$ cat config.mk
export PLATFORM = sky130hd
export DESIGN_NAME = pooled_linked_fifo_queue
export DESIGN_NICKNAME = d
export VERILOG_FILES = /design/src/rtl/core/plfq_pkg.sv /design/src/rtl/core/plfq_ram.sv /design/src/rtl/core/plfq_ctrl.sv /design/src/rtl/core/plfq_dp.sv /design/src/rtl/core/pooled_linked_fifo_queue.sv
export VERILOG_INCLUDE_DIRS = /design/src /design/src/rtl/core
export SDC_FILE = /design/constraint.sdc
export NUM_CORES = 1
export LEC_CHECK = 0
export BUFFER_PORTS_ARGS = -buffer_cell sky130_fd_sc_hd__buf_2
export CAP_MARGIN = 15
export CORE_ASPECT_RATIO = 2
export CORE_MARGIN = 2
export CORE_UTILIZATION = 45
export CTS_CLUSTER_DIAMETER = 80
export DETAILED_ROUTE_END_ITERATION = 7
export SYNTH_ARGS = -nofsm -noshare
export SYNTH_HDL_FRONTEND = slang
export SYNTH_SLANG_ARGS = --single-unit
export TNS_END_PERCENT = 1
$ cat constraint.sdc
create_clock -name clk_i -period 15.6 [get_ports clk_i]
set_clock_uncertainty 0.1 [all_clocks]
set_input_delay 1.56 -clock clk_i [delete_from_list [all_inputs] [get_ports clk_i]]
set_output_delay 1.56 -clock clk_i [all_outputs]
set_load 0.01 [all_outputs]
$ cat src/rtl/core/pooled_linked_fifo_queue_macros.svh
// assertion macros for the pooled linked fifo queue
`ifndef POOLED_LINKED_FIFO_QUEUE_MACROS_SVH
`define POOLED_LINKED_FIFO_QUEUE_MACROS_SVH
`ifndef SYNTHESIS
`define PLFQ_ASSERT(lbl, clk, rstn, prop) \
  lbl: assert property (@(posedge clk) disable iff (!rstn) prop) \
    else $error("plfq assertion failed");
`define PLFQ_ASSERT_NR(lbl, clk, prop) \
  lbl: assert property (@(posedge clk) prop) \
    else $error("plfq assertion failed");
`else
`define PLFQ_ASSERT(lbl, clk, rstn, prop)
`define PLFQ_ASSERT_NR(lbl, clk, prop)
`endif
`endif

$ cat src/rtl/core/plfq_pkg.sv
// shared types and constants of the pooled linked fifo queue
`default_nettype none
package plfq_pkg;

  localparam int POOL_ENTRIES_DEF = 16;
  localparam int DATA_BITS_DEF    = 32;
  localparam int WORD_W           = 32;
  localparam int FUNC_W           = 2;
  localparam int STATUS_W         = 2;
  localparam int COUNT_OUT_W      = 5;
  localparam int SCAN_GROUP       = 8;

  typedef enum logic [FUNC_W-1:0] {
    FN_PUSH   = 2'd0,
    FN_POP    = 2'd1,
    FN_REMOVE = 2'd2,
    FN_NOP    = 2'd3
  } func_e;

  typedef enum logic [STATUS_W-1:0] {
    ST_OK        = 2'd0,
    ST_FULL      = 2'd1,
    ST_EMPTY     = 2'd2,
    ST_NOT_FOUND = 2'd3
  } status_e;

  typedef struct packed {
    logic [FUNC_W-1:0] func;
    logic [WORD_W-1:0] data_value;
  } plfq_in_t;

  typedef struct packed {
    logic [STATUS_W-1:0]    status;
    logic [WORD_W-1:0]      popped_value;
    logic [WORD_W-1:0]      head_value;
    logic [COUNT_OUT_W-1:0] entry_count;
  } plfq_out_t;

  // controller to datapath
  typedef struct packed {
    logic    latch_in;
    logic    decode;
    logic    status_we;
    status_e status_code;
    logic    scan;
    logic    push_commit;
    logic    pop_commit;
    logic    walk_step;
    logic    rm_commit;
    logic    head_load;
    logic    resp_load;
  } plfq_cmd_t;

  // datapath to controller
  typedef struct packed {
    func_e func;
    logic  is_full;
    logic  is_empty;
    logic  scan_hit;
    logic  walk_match;
    logic  walk_last;
    logic  count_one;
    logic  e_is_head;
    logic  out_free;
  } plfq_stat_t;

endpackage
`default_nettype wire

$ cat src/rtl/core/plfq_ram.sv
// generic single write, single read ram with registered read data
`default_nettype none
module plfq_ram #(
  parameter int WIDTH = 32,
  parameter int DEPTH = 16
) (
  input  wire logic                     clk_i,
  input  wire logic                     we_i,
  input  wire logic [$clog2(DEPTH)-1:0] waddr_i,
  input  wire logic [WIDTH-1:0]         wdata_i,
  input  wire logic [$clog2(DEPTH)-1:0] raddr_i,
  output logic      [WIDTH-1:0]         rdata_o
);

  logic [WIDTH-1:0] mem_q [DEPTH];

  always_ff @(posedge clk_i) begin
    if (we_i) begin
      mem_q[waddr_i] <= wdata_i;
    end
    rdata_o <= mem_q[raddr_i];
  end

endmodule
`default_nettype wire

$ cat src/rtl/core/plfq_ctrl.sv
// control state machine of the pooled linked fifo queue
`default_nettype none
module plfq_ctrl
  import plfq_pkg::*;
(
  input  wire logic       clk_i,
  input  wire logic       rst_ni,
  input  wire logic       in_valid_i,
  output logic            in_ready_o,
  input  wire plfq_stat_t stat_i,
  output plfq_cmd_t       cmd_o
);

  typedef enum logic [10:0] {
    S_IDLE       = 11'b000_0000_0001,
    S_DECODE     = 11'b000_0000_0010,
    S_SCAN       = 11'b000_0000_0100,
    S_PUSH_WR    = 11'b000_0000_1000,
    S_POP_RD     = 11'b000_0001_0000,
    S_POP_NX     = 11'b000_0010_0000,
    S_WALK_RD    = 11'b000_0100_0000,
    S_WALK       = 11'b000_1000_0000,
    S_HEAD_FETCH = 11'b001_0000_0000,
    S_HEAD_LOAD  = 11'b010_0000_0000,
    S_DONE       = 11'b100_0000_0000
  } state_e;

  state_e state_q, state_d;

  always_ff @(posedge clk_i or negedge rst_ni) begin
    if (!rst_ni) begin
      state_q <= S_IDLE;
    end else begin
      state_q <= state_d;
    end
  end

  always_comb begin
    state_d           = state_q;
    cmd_o             = '0;
    cmd_o.status_code = ST_OK;
    case (state_q)
      S_IDLE: begin
        if (in_valid_i) begin
          cmd_o.latch_in = 1'b1;
          state_d        = S_DECODE;
        end
      end
      S_DECODE: begin
        cmd_o.decode    = 1'b1;
        cmd_o.status_we = 1'b1;
        case (stat_i.func)
          FN_PUSH: begin
            if (stat_i.is_full) begin
              cmd_o.status_code = ST_FULL;
              state_d           = S_DONE;
            end else begin
              state_d = S_SCAN;
            end
          end
          FN_POP: begin
            if (stat_i.is_empty) begin
              cmd_o.status_code = ST_EMPTY;
              state_d           = S_DONE;
            end else begin
              state_d = S_POP_RD;
            end
          end
          FN_REMOVE: begin
            if (stat_i.is_empty) begin
              cmd_o.status_code = ST_EMPTY;
              state_d           = S_DONE;
            end else begin
              state_d = S_WALK_RD;
            end
          end
          default: begin
            state_d = S_DONE;
          end
        endcase
      end
      S_SCAN: begin
        cmd_o.scan = 1'b1;
        if (stat_i.scan_hit) begin
          state_d = S_PUSH_WR;
        end
      end
      S_PUSH_WR: begin
        cmd_o.push_commit = 1'b1;
        state_d           = S_DONE;
      end
      S_POP_RD: begin
        state_d = S_POP_NX;
      end
      S_POP_NX: begin
        cmd_o.pop_commit = 1'b1;
        state_d          = stat_i.count_one ? S_DONE : S_HEAD_FETCH;
      end
      S_WALK_RD: begin
        state_d = S_WALK;
      end
      S_WALK: begin
        if (stat_i.walk_match) begin
          cmd_o.rm_commit = 1'b1;
          if (!stat_i.count_one && stat_i.e_is_head) begin
            state_d = S_HEAD_FETCH;
          end else begin
            state_d = S_DONE;
          end
        end else if (stat_i.walk_last) begin
          cmd_o.status_we   = 1'b1;
          cmd_o.status_code = ST_NOT_FOUND;
          state_d           = S_DONE;
        end else begin
          cmd_o.walk_step = 1'b1;
        end
      end
      S_HEAD_FETCH: begin
        state_d = S_HEAD_LOAD;
      end
      S_HEAD_LOAD: begin
        cmd_o.head_load = 1'b1;
        state_d         = S_DONE;
      end
      S_DONE: begin
        if (stat_i.out_free) begin
          cmd_o.resp_load = 1'b1;
          state_d         = S_IDLE;
        end
      end
      default: begin
        state_d = S_IDLE;
      end
    endcase
  end

  assign in_ready_o = (state_q == S_IDLE);

endmodule
`default_nettype wire

$ cat src/rtl/core/plfq_dp.sv
// datapath of the pooled linked fifo queue: pool rams, list pointers, result register
`default_nettype none
`include "pooled_linked_fifo_queue_macros.svh"
module plfq_dp
  import plfq_pkg::*;
#(
  parameter int POOL_ENTRIES = POOL_ENTRIES_DEF,
  parameter int DATA_BITS    = DATA_BITS_DEF
) (
  input  wire logic      clk_i,
  input  wire logic      rst_ni,
  input  wire plfq_in_t  in_word_i,
  input  wire plfq_cmd_t cmd_i,
  output plfq_stat_t     stat_o,
  input  wire logic      out_ready_i,
  output logic           out_valid_o,
  output plfq_out_t      out_word_o
);

  localparam int IDX_W = $clog2(POOL_ENTRIES);
  localparam int CNT_W = $clog2(POOL_ENTRIES + 1);
  localparam int NG    = (POOL_ENTRIES + SCAN_GROUP - 1) / SCAN_GROUP;
  localparam int CHK_W = (NG > 1) ? $clog2(NG) : 1;
  localparam int GRP_W = $clog2(SCAN_GROUP);
  localparam int PAD_W = NG * SCAN_GROUP;

  logic [FUNC_W-1:0]       func_q;
  logic [DATA_BITS-1:0]    val_q;
  logic [IDX_W-1:0]        head_q, tail_q;
  logic [CNT_W-1:0]        count_q;
  logic [POOL_ENTRIES-1:0] used_q;
  logic [DATA_BITS-1:0]    head_data_q;
  logic [IDX_W-1:0]        e_q;
  logic [CNT_W-1:0]        k_q;
  logic [CHK_W-1:0]        chunk_q;
  logic [IDX_W-1:0]        slot_q;
  logic [DATA_BITS-1:0]    popped_q;
  status_e                 res_status_q;
  logic                    out_valid_q;
  plfq_out_t               out_word_q;

  logic [DATA_BITS-1:0]    data_rd;
  logic [IDX_W-1:0]        next_rd, prev_rd;
  logic [IDX_W-1:0]        rd_addr;

  logic                    next_we, prev_we;
  logic [IDX_W-1:0]        next_waddr, next_wdata, prev_waddr, prev_wdata;

  logic [PAD_W-1:0]        used_pad;
  logic [SCAN_GROUP-1:0]   grp;
  logic [GRP_W-1:0]        lo;
  logic                    hit;
  logic [CHK_W+GRP_W-1:0]  slot_wide;
  logic [IDX_W-1:0]        slot_found;

  logic                    count_zero, count_one, e_is_head, e_is_tail, rm_mid, out_free;
  logic [CNT_W:0]          k_inc;

  // lowest free entry, one group of eight per cycle
  always_comb begin
    used_pad                     = '1;
    used_pad[POOL_ENTRIES-1:0]   = used_q;
    grp                          = used_pad[chunk_q*SCAN_GROUP +: SCAN_GROUP];
    lo                           = '0;
    hit                          = 1'b0;
    for (int b = SCAN_GROUP - 1; b >= 0; b--) begin
      if (!grp[b]) begin
        lo  = GRP_W'(b);
        hit = 1'b1;
      end
    end
    slot_wide  = {chunk_q, lo};
    slot_found = slot_wide[IDX_W-1:0];
  end

  assign count_zero = (count_q == '0);
  assign count_one  = (count_q == CNT_W'(1));
  assign e_is_head  = (e_q == head_q);
  assign e_is_tail  = (e_q == tail_q);
  assign rm_mid     = cmd_i.rm_commit && !count_one && !e_is_head && !e_is_tail;
  assign k_inc      = (CNT_W + 1)'(k_q) + (CNT_W + 1)'(1);
  assign out_free   = !out_valid_q || out_ready_i;

  // the walk follows the link it just read, one entry per cycle
  assign rd_addr = cmd_i.walk_step ? next_rd : head_q;

  // push links the new entry behind the tail, remove unlinks a middle entry
  assign next_we    = (cmd_i.push_commit && !count_zero) || rm_mid;
  assign next_waddr = cmd_i.push_commit ? tail_q : prev_rd;
  assign next_wdata = cmd_i.push_commit ? slot_q : next_rd;
  assign prev_we    = cmd_i.push_commit || rm_mid;
  assign prev_waddr = cmd_i.push_commit ? slot_q : next_rd;
  assign prev_wdata = cmd_i.push_commit ? (count_zero ? '0 : tail_q) : prev_rd;

  plfq_ram #(.WIDTH(DATA_BITS), .DEPTH(POOL_ENTRIES)) u_data_ram (
    .clk_i   (clk_i),
    .we_i    (cmd_i.push_commit),
    .waddr_i (slot_q),
    .wdata_i (val_q),
    .raddr_i (rd_addr),
    .rdata_o (data_rd)
  );

  plfq_ram #(.WIDTH(IDX_W), .DEPTH(POOL_ENTRIES)) u_next_ram (
    .clk_i   (clk_i),
    .we_i    (next_we),
    .waddr_i (next_waddr),
    .wdata_i (next_wdata),
    .raddr_i (rd_addr),
    .rdata_o (next_rd)
  );

  plfq_ram #(.WIDTH(IDX_W), .DEPTH(POOL_ENTRIES)) u_prev_ram (
    .clk_i   (clk_i),
    .we_i    (prev_we),
    .waddr_i (prev_waddr),
    .wdata_i (prev_wdata),
    .raddr_i (rd_addr),
    .rdata_o (prev_rd)
  );

  always_ff @(posedge clk_i or negedge rst_ni) begin
    if (!rst_ni) begin
      head_q      <= '0;
      tail_q      <= '0;
      count_q     <= '0;
      used_q      <= '0;
      head_data_q <= '0;
      out_valid_q <= 1'b0;
    end else begin
      if (cmd_i.push_commit) begin
        used_q[slot_q] <= 1'b1;
        tail_q         <= slot_q;
        count_q        <= count_q + CNT_W'(1);
        if (count_zero) begin
          head_q      <= slot_q;
          head_data_q <= val_q;
        end
      end
      if (cmd_i.pop_commit) begin
        used_q[head_q] <= 1'b0;
        count_q        <= count_q - CNT_W'(1);
        if (count_one) begin
          head_q      <= '0;
          tail_q      <= '0;
          head_data_q <= '0;
        end else begin
          head_q <= next_rd;
        end
      end
      if (cmd_i.rm_commit) begin
        used_q[e_q] <= 1'b0;
        count_q     <= count_q - CNT_W'(1);
        if (count_one) begin
          head_q      <= '0;
          tail_q      <= '0;
          head_data_q <= '0;
        end else if (e_is_head) begin
          head_q <= next_rd;
        end else if (e_is_tail) begin
          tail_q <= prev_rd;
        end
      end
      if (cmd_i.head_load) begin
        head_data_q <= data_rd;
      end
      if (cmd_i.resp_load) begin
        out_valid_q <= 1'b1;
      end else if (out_ready_i) begin
        out_valid_q <= 1'b0;
      end
    end
  end

  always_ff @(posedge clk_i) begin
    if (cmd_i.latch_in) begin
      func_q <= in_word_i.func;
      val_q  <= DATA_BITS'(in_word_i.data_value);
    end
    if (cmd_i.decode) begin
      e_q      <= head_q;
      k_q      <= '0;
      chunk_q  <= '0;
      popped_q <= '0;
    end
    if (cmd_i.status_we) begin
      res_status_q <= cmd_i.status_code;
    end
    if (cmd_i.scan) begin
      chunk_q <= chunk_q + CHK_W'(1);
      slot_q  <= slot_found;
    end
    if (cmd_i.pop_commit) begin
      popped_q <= head_data_q;
    end
    if (cmd_i.walk_step) begin
      e_q <= next_rd;
      k_q <= k_inc[CNT_W-1:0];
    end
    if (cmd_i.resp_load) begin
      out_word_q.status       <= res_status_q;
      out_word_q.popped_value <= WORD_W'(popped_q);
      out_word_q.head_value   <= WORD_W'(head_data_q);
      out_word_q.entry_count  <= COUNT_OUT_W'(count_q);
    end
  end

  always_comb begin
    stat_o.func       = func_e'(func_q);
    stat_o.is_full    = (count_q == CNT_W'(POOL_ENTRIES));
    stat_o.is_empty   = count_zero;
    stat_o.scan_hit   = hit;
    stat_o.walk_match = (data_rd == val_q);
    stat_o.walk_last  = (k_inc >= (CNT_W + 1)'(count_q));
    stat_o.count_one  = count_one;
    stat_o.e_is_head  = e_is_head;
    stat_o.out_free   = out_free;
  end

  assign out_valid_o = out_valid_q;
  assign out_word_o  = out_word_q;

  `PLFQ_ASSERT(a_used_matches_count, clk_i, rst_ni, $countones(used_q) == int'(count_q))
  `PLFQ_ASSERT(a_empty_head_zero, clk_i, rst_ni, (count_q == '0) |-> (head_data_q == '0))
  `PLFQ_ASSERT(a_walk_in_range, clk_i, rst_ni, cmd_i.walk_step |-> (k_inc < (CNT_W + 1)'(count_q)))
  `PLFQ_ASSERT(a_push_slot_free, clk_i, rst_ni, cmd_i.push_commit |-> !used_q[slot_q])
  `PLFQ_ASSERT(a_resp_into_free, clk_i, rst_ni, cmd_i.resp_load |-> out_free)
  `PLFQ_ASSERT_NR(a_reset_no_result, clk_i, (!rst_ni) |=> !out_valid_q)

endmodule
`default_nettype wire

$ cat src/rtl/core/pooled_linked_fifo_queue.sv
// top level of the pooled linked fifo queue: controller plus datapath
// one word at a time; a push scans the pool 8 entries per cycle for a free entry, reports full when full
// a pop unlinks the head and fetches the new head value; a remove does so too when the head moves on
// pop and remove report empty on an empty queue; a remove that misses walks every entry
// a remove walks the list one pool ram read per cycle until it matches or reaches the last entry
// asynchronous active-low reset empties the queue and marks every entry free, no clearing pass
`default_nettype none
module pooled_linked_fifo_queue
  import plfq_pkg::*;
#(
  parameter int POOL_ENTRIES = POOL_ENTRIES_DEF,
  parameter int DATA_BITS    = DATA_BITS_DEF
) (
  input  wire logic      clk_i,
  input  wire logic      rst_ni,
  input  wire logic      in_valid_i,
  output logic           in_ready_o,
  input  wire plfq_in_t  in_word_i,
  output logic           out_valid_o,
  input  wire logic      out_ready_i,
  output plfq_out_t      out_word_o
);

  plfq_cmd_t  cmd;
  plfq_stat_t stat;

  plfq_ctrl u_ctrl (
    .clk_i      (clk_i),
    .rst_ni     (rst_ni),
    .in_valid_i (in_valid_i),
    .in_ready_o (in_ready_o),
    .stat_i     (stat),
    .cmd_o      (cmd)
  );

  plfq_dp #(
    .POOL_ENTRIES (POOL_ENTRIES),
    .DATA_BITS    (DATA_BITS)
  ) u_dp (
    .clk_i       (clk_i),
    .rst_ni      (rst_ni),
    .in_word_i   (in_word_i),
    .cmd_i       (cmd),
    .stat_o      (stat),
    .out_ready_i (out_ready_i),
    .out_valid_o (out_valid_o),
    .out_word_o  (out_word_o)
  );

endmodule
`default_nettype wire
; After elaboration in Yosys (flattened, before gate mapping)
; Memories as Yosys holds them, arrays and structs flattened. A register that Yosys moved wholly into a read port is not among the register bits.
; Index checks and enable logic that the tools add are counted.
[classes]
n_addsub = 4
order_cmp = 7
n_eq_ne = 22
shifts = 1
muxes = 100
bitwise_logic = 5
reduce_logical = 28
[op_table]
columns = operator, count
row1 = 32-bit 2-to-1 mux, 9
row2 = 11-bit 2-to-1 mux, 10
row3 = 11-bit one-hot mux with 10 select lines, 1
row4 = 4-bit 2-to-1 mux, 21
row5 = 16-bit 2-to-1 mux, 3
row6 = 1-bit 2-to-1 mux, 35
row7 = 11-bit one-hot mux with 3 select lines, 1
row8 = 16-bit bitwise AND, 2
row9 = 32-bit equality test, 1
row10 = 16-bit NOT, 2
row11 = 5-bit 2-to-1 mux, 5
row12 = 3-bit 2-to-1 mux, 6
row13 = 16-bit OR, 1
row14 = 16-bit by 5-bit variable part select with 8-bit output, 1
row15 = 4-bit by 5-bit less-than comparator with 1-bit output (second input constant), 3
row16 = 1-bit demux with 4-bit select, 3
row17 = 4-bit by 1-bit >= comparator with 1-bit output (second input constant), 3
row18 = 11-bit by 1-bit equality test with 1-bit output (second input constant), 1
row19 = 11-bit by 10-bit equality test with 1-bit output (second input constant), 1
row20 = 11-bit equality test (second input constant), 1
row21 = 11-bit by 2-bit equality test with 1-bit output (second input constant), 1
row22 = 11-bit by 3-bit equality test with 1-bit output (second input constant), 1
row23 = 11-bit by 4-bit equality test with 1-bit output (second input constant), 1
row24 = 11-bit by 5-bit equality test with 1-bit output (second input constant), 1
row25 = 30 further kinds, 53
[word_totals]
reg_bits = 226
ram_bits = 640
in_bits = 38
wordCells = 192
mem_count = 3
[mem_list]
columns = memory, words, word_bits, rd, rd_ports_with_merged_regs, wr, line
row1 = u_dp.u_data_ram.mem_q, 16, 32, 1, 1, 1, plfq_ram.sv:15  ; logic [WIDTH-1:0] mem_q [DEPTH];
row2 = u_dp.u_next_ram.mem_q, 16, 4, 1, 1, 1, plfq_ram.sv:15
row3 = u_dp.u_prev_ram.mem_q, 16, 4, 1, 1, 1, plfq_ram.sv:15

; Longest topological paths before layout
[logic_depth]
word_depth = 11
mapped_depth = 15
ltp_nobuf = 13

; Cells and area by module
; From an unflattened synthesis, not the netlist that was laid out.
[unflattened]
cells_unflattened = 1839
area_unflattened_um2 = 35129.9
[by_module_without_submodules]
columns = mod, n_inst, cells_per_inst, area_per_inst_um2
row1 = plfq_ram at u_dp.u_data_ram, 1, 838, 19835.3
row2 = plfq_dp, 1, 645, 9125.0
row3 = plfq_ram at u_dp.u_next_ram ..., 2, 130, 2666.3
row4 = plfq_ctrl, 1, 96, 837.1

; Worst setup path after synthesis
; No wires, ideal clock.
[synth_path]
path_type = input to register
start = in out_ready_i
end = reg u_dp.out_word_q, in the netlist u_dp.out_word_o[0], enable pin
setup_ns = 0.508
t_arrival_ns = 4.863
required_ns = 14.992
setup_slack_ns = 10.129
path_stages = 2
path_buffers = 0
path_cell_list = nand2b_1 > nor2b_1
[synth_rtl]
columns = element, line
row1 = from (decl), pooled_linked_fifo_queue.sv:20  ; input wire logic out_ready_i,
row2 = to (decl), plfq_dp.sv:40  ; plfq_out_t out_word_q;

; Worst setup path in the final report
[layout_path]
start = reg u_dp.val_q[10]
end = reg u_dp.u_data_ram.rdata_o[18] (read register of u_dp.u_data_ram.mem_q)
[layout_between]
elab_chain_cells = 4
[layout_lines]
columns = element, line
row1 = from (decl), plfq_dp.sv:28  ; logic [DATA_BITS-1:0] val_q;
row2 = from (signal assigned), plfq_dp.sv:178  ; val_q <= DATA_BITS'(in_word_i.data_value);
row3 = 32-bit equality test, plfq_dp.sv:213  ; stat_o.walk_match = (data_rd == val_q);
row4 = 1-bit 2-to-1 mux, plfq_ctrl.sv:103  ; if (stat_i.walk_match) begin
row5 = 2-bit 2-to-1 mux, plfq_ctrl.sv:42  ; case (state_q)
row6 = 4-bit 2-to-1 mux, plfq_dp.sv:85  ; assign rd_addr = cmd_i.walk_step ? next_rd : head_q;
row7 = to (decl), plfq_ram.sv:12  ; output logic [WIDTH-1:0] rdata_o
; Every way passes these cells.
; A chain may end at the register's enable or synchronous reset.

==> results.cfg <==
[drt]
vias_per_cell = 5.72
avgRoutedWirePerCell_um = 26.2
dr.pass1.iters = 5
drt_iter0_drc = 1717
routed-via-count = 19400
routed_wl_mm = 88.7
drc_errors = 0
ant_nets = 0

[critical_path]
worst_setup_path_start_kind = flip-flop
slowest_delay_ns = 0.96
rr_startpoint = u_dp.val_q[10]
cp_data_arrival_time_ns = 6.27
cp-end-kind = flip-flop
critPathSlowestCell = buf_4
crit_family = buffers and inverters
critPathKind = flip-flop to flip-flop
crit_chain = xor2_1, nor4_1, nand4_1, o211ai_4, mux2i_4, buf_4, buf_12, buf_4, mux2i_1, o22ai_1, nor2_1, nand2_1
critPathMaxFanout = 131
crit_start = u_dp.val_q[10]
path_buf_inv = 3
cp.required_ns = 16.05
cp_common_cell = buf_4

[floorplanning]
start_util_pct = 45.3
die_w_um = 202
io_pins = 111
core_um2 = 78000
dieArea_um2 = 80900
rows = 145
die_h_um = 400

[synthesis]
synth.largest_area_cell = edfxtp_1
synth_area_leaders = edfxtp_1 (67%), mux2i_1 (10%), dfrtp_1 (5.1%)
synth_cell_type_count = 72
syn_area_um2 = 35300
synth_cells = 2169
synth_fp_nets = 2220
synth-edff-count = 793
synth_seq_cells = 906
synth.avg_cell_area_um2 = 16.3
synth-main-ff-cell = edfxtp_1
yosysWarnings = 0
async_reset_ff_share_pct = 8.06
yosys.area.top_type_share_pct = 67.4
seq_area_frac_synth_pct = 74.8

[sta]
period_share_pct = 37.3
setup_violations = 0
worst_slack_ns = 9.78
worst_slew_pin_slew_ns = 1.12
fmax_mhz = 172
period_minus_slack_ns = 5.82
tns_ns = 0
hold_violations = 0
slew_viol_final = 0
rsz0062_at_grt = false
max_slew_margin_pct = 25.4

[power_and_ir_drop]
p_leak_nw = 13.0
max-vdd-ir-drop_v = 0.0000940
switching_share_pct = 23.8
pwr-share-comb_pct = 6.4
internal_power_mw = 4.05
p_seq_share_pct = 55.9
power.switching_mw = 1.26
pwr-share-clk_pct = 37.6
power.density_nw_per_um2 = 135

[global_routing]
grt.overflow.total = 0
grt_pass1_vias = 19600
grt_usage_pct = 21.8
antenna_found_initial = 1
grt_pass1_wl_mm = 128
grt_max_degree = 132

[clock_network]
cts_hold_buf = 0
cts.htree.levels = 3
cts_root_buffer = clkbuf_16
clock_path_buffers = 3
clock_sinks = 906
clkTransAtPathRegs_ns = 0.07
cts.repair.resized = 0
post-cts-setup-buffers = 0
cts_tree = built
cts_made_buffers = 76
worstSkewPairLatency_ns = 0.67

[layout]
drive_gt1_share_pct = 13.2
final_cell_mix = edfxtp_1 (793), mux2i_1 (360), o22ai_1 (176), nor2_1 (135), nand2_1 (116)
final_common_cell = edfxtp_1
final_nets = 2346
nFillCells = 6473
instances_no_fill = 3388
multi_input_area_um2 = 8200
area_growth_syn_to_layout_pct = 11.7
final_core_util_pct = 50.6
antenna_cells = 0
register_area_um2 = 26400

[min_path]
min_from = u_dp.popped_q[16]
hp-class = flip-flop to flip-flop

[placed_design]
port_buffers = 110
place_ws_ns = 9.72
gp_congestion = 0.863
dp.cells = 3246
dpl.hpwl_mm = 48.5

[run]
cap_viol_max_count = 0

[outcome]
status = completed
==> Yosys cell counts, drive strengths merged (2+ instances only) <==
| cell | count |
|---|---|
| a32o | 2 |
| a21boi | 2 |
| nor4 | 10 |
| and4b | 2 |
| a21oi | 25 |
| nor3 | 18 |
| buf | 54 |
| nor2b | 5 |
| ha | 13 |
| o21ai | 54 |
| a31oi | 14 |
| o32ai | 4 |
| mux2i | 362 |
| o41ai | 2 |
| nand2b | 15 |
| dfxtp | 40 |
| xor2 | 34 |
| o31ai | 3 |
| o21a | 2 |
| nand3 | 18 |
| mux2 | 2 |
| edfxtp | 793 |
| clkbuf | 47 |
| inv | 20 |
| nand4 | 8 |
| and2 | 39 |
| dfrtp | 72 |
| nor2 | 147 |
| nor3b | 11 |
| a21o | 2 |
| and3 | 8 |
| or2 | 2 |
| nand2 | 125 |
| o211ai | 2 |
| xnor2 | 13 |
| nand4b | 3 |
| or4 | 2 |
| nand3b | 2 |
| o22ai | 176 |
| or3 | 4 |
==> worst reg2reg max path: stages, from the launching register on <==
cell and delay [ns]:
edfxtp_1 0.68, xor2_1 0.26, nor4_1 0.53, nand4_1 0.28
o211ai_4 0.52, mux2i_4 0.33, buf_4 0.54, buf_12 0.65
buf_4 1.13, mux2i_1 0.35, o22ai_1 0.11, nor2_1 0.16
nand2_1 0.07
==> power by group through the flow <==
stage          Sequential, mW  Clock [mW]  Combinational (mW)
3_5_place_dp             3.02           0               0.343
4_1_cts                  2.97        2.03               0.346
2_1_floorplan            2.96           0               0.217
6_report                 2.97        2.00               0.341
5_1_grt                  2.99        2.12               0.371
3_3_place_gp             3.01           0               0.337
==> sequential cells by signal (all words and copies together) (netlist names), 5 cells and up <==
name,flops
u_dp.count_q,5
u_dp.popped_q,32
u_ctrl.state_q,11
u_dp.val_q,32
u_dp.u_next_ram.mem_q,64
u_dp.used_pad,16
u_dp.u_data_ram.rdata_o,32
u_dp.k_q,5
u_dp.head_data_q,32
u_dp.u_data_ram.mem_q,512
u_dp.out_word_o,71
u_dp.u_prev_ram.mem_q,64
==> final timing paths <==
check	end	slack, ns	cells after the start
max reg2reg	u_dp.u_data_ram.rdata_o[18]	9.78	12
max in group asynchronous	u_dp.head_data_q[2]	13.40	2
min in group asynchronous	u_dp.count_q[0]	0.74	1
min	u_dp.out_word_o[53]	0.32	0
min reg2reg	u_dp.out_word_o[53]	0.32	0
max	u_dp.u_data_ram.rdata_o[18]	9.78	12
==> stage by stage <==
step | hold slack, ns | power (mW) | instance area [um2]
2_1_floorplan | 0.300 | 3.18 | 35300
3_3_place_gp | 0.301 | 3.35 | 36900
3_5_place_dp | 0.305 | 3.36 | 36900
4_1_cts | 0.319 | 5.35 | 39500
5_1_grt | 0.326 | 5.47 | 39500
6_report | 0.320 | 5.31 | 39500
==> per-layer routing <==
metal  track usage, %  up-vias  part of all wire, %
met4             9.90        0                  4.4
met3             2.99      211                  5.3
met5                0        -                    0
met2             39.4      714                   53
met1             25.4     9895                   37
li1                 -     8574                    -
==> kinds of logic (layout without fill, tap and decap cells) <==
| family | after synthesis | after routing | share of synthesized area [%] |
|---|---|---|---|
| AOI/OAI and AO/OA | 294 | 294 | 5.10 |
| xor gates and xnor gates | 47 | 47 | 1.17 |
| adders and majority gates | 13 | 13 | 0.460 |
| buffers and inverters | 121 | 311 | 2.38 |
| DFF | 906 | 906 | 74.8 |
| muxes | 364 | 364 | 10.3 |
| and+or+nand+nor | 424 | 424 | 5.73 |
==> area by class of cell <==
type / instances / area share (%)
clock inverter: 37 / 1.25
sequential: 906 / 67.0
clock buffer: 105 / 5.35
tap: 1029 / 3.26
timing repair buffer: 149 / 2.17
multi-input combinational: 1142 / 20.8
inverter: 20 / 0.190
(Power assumes the default switching activity.)
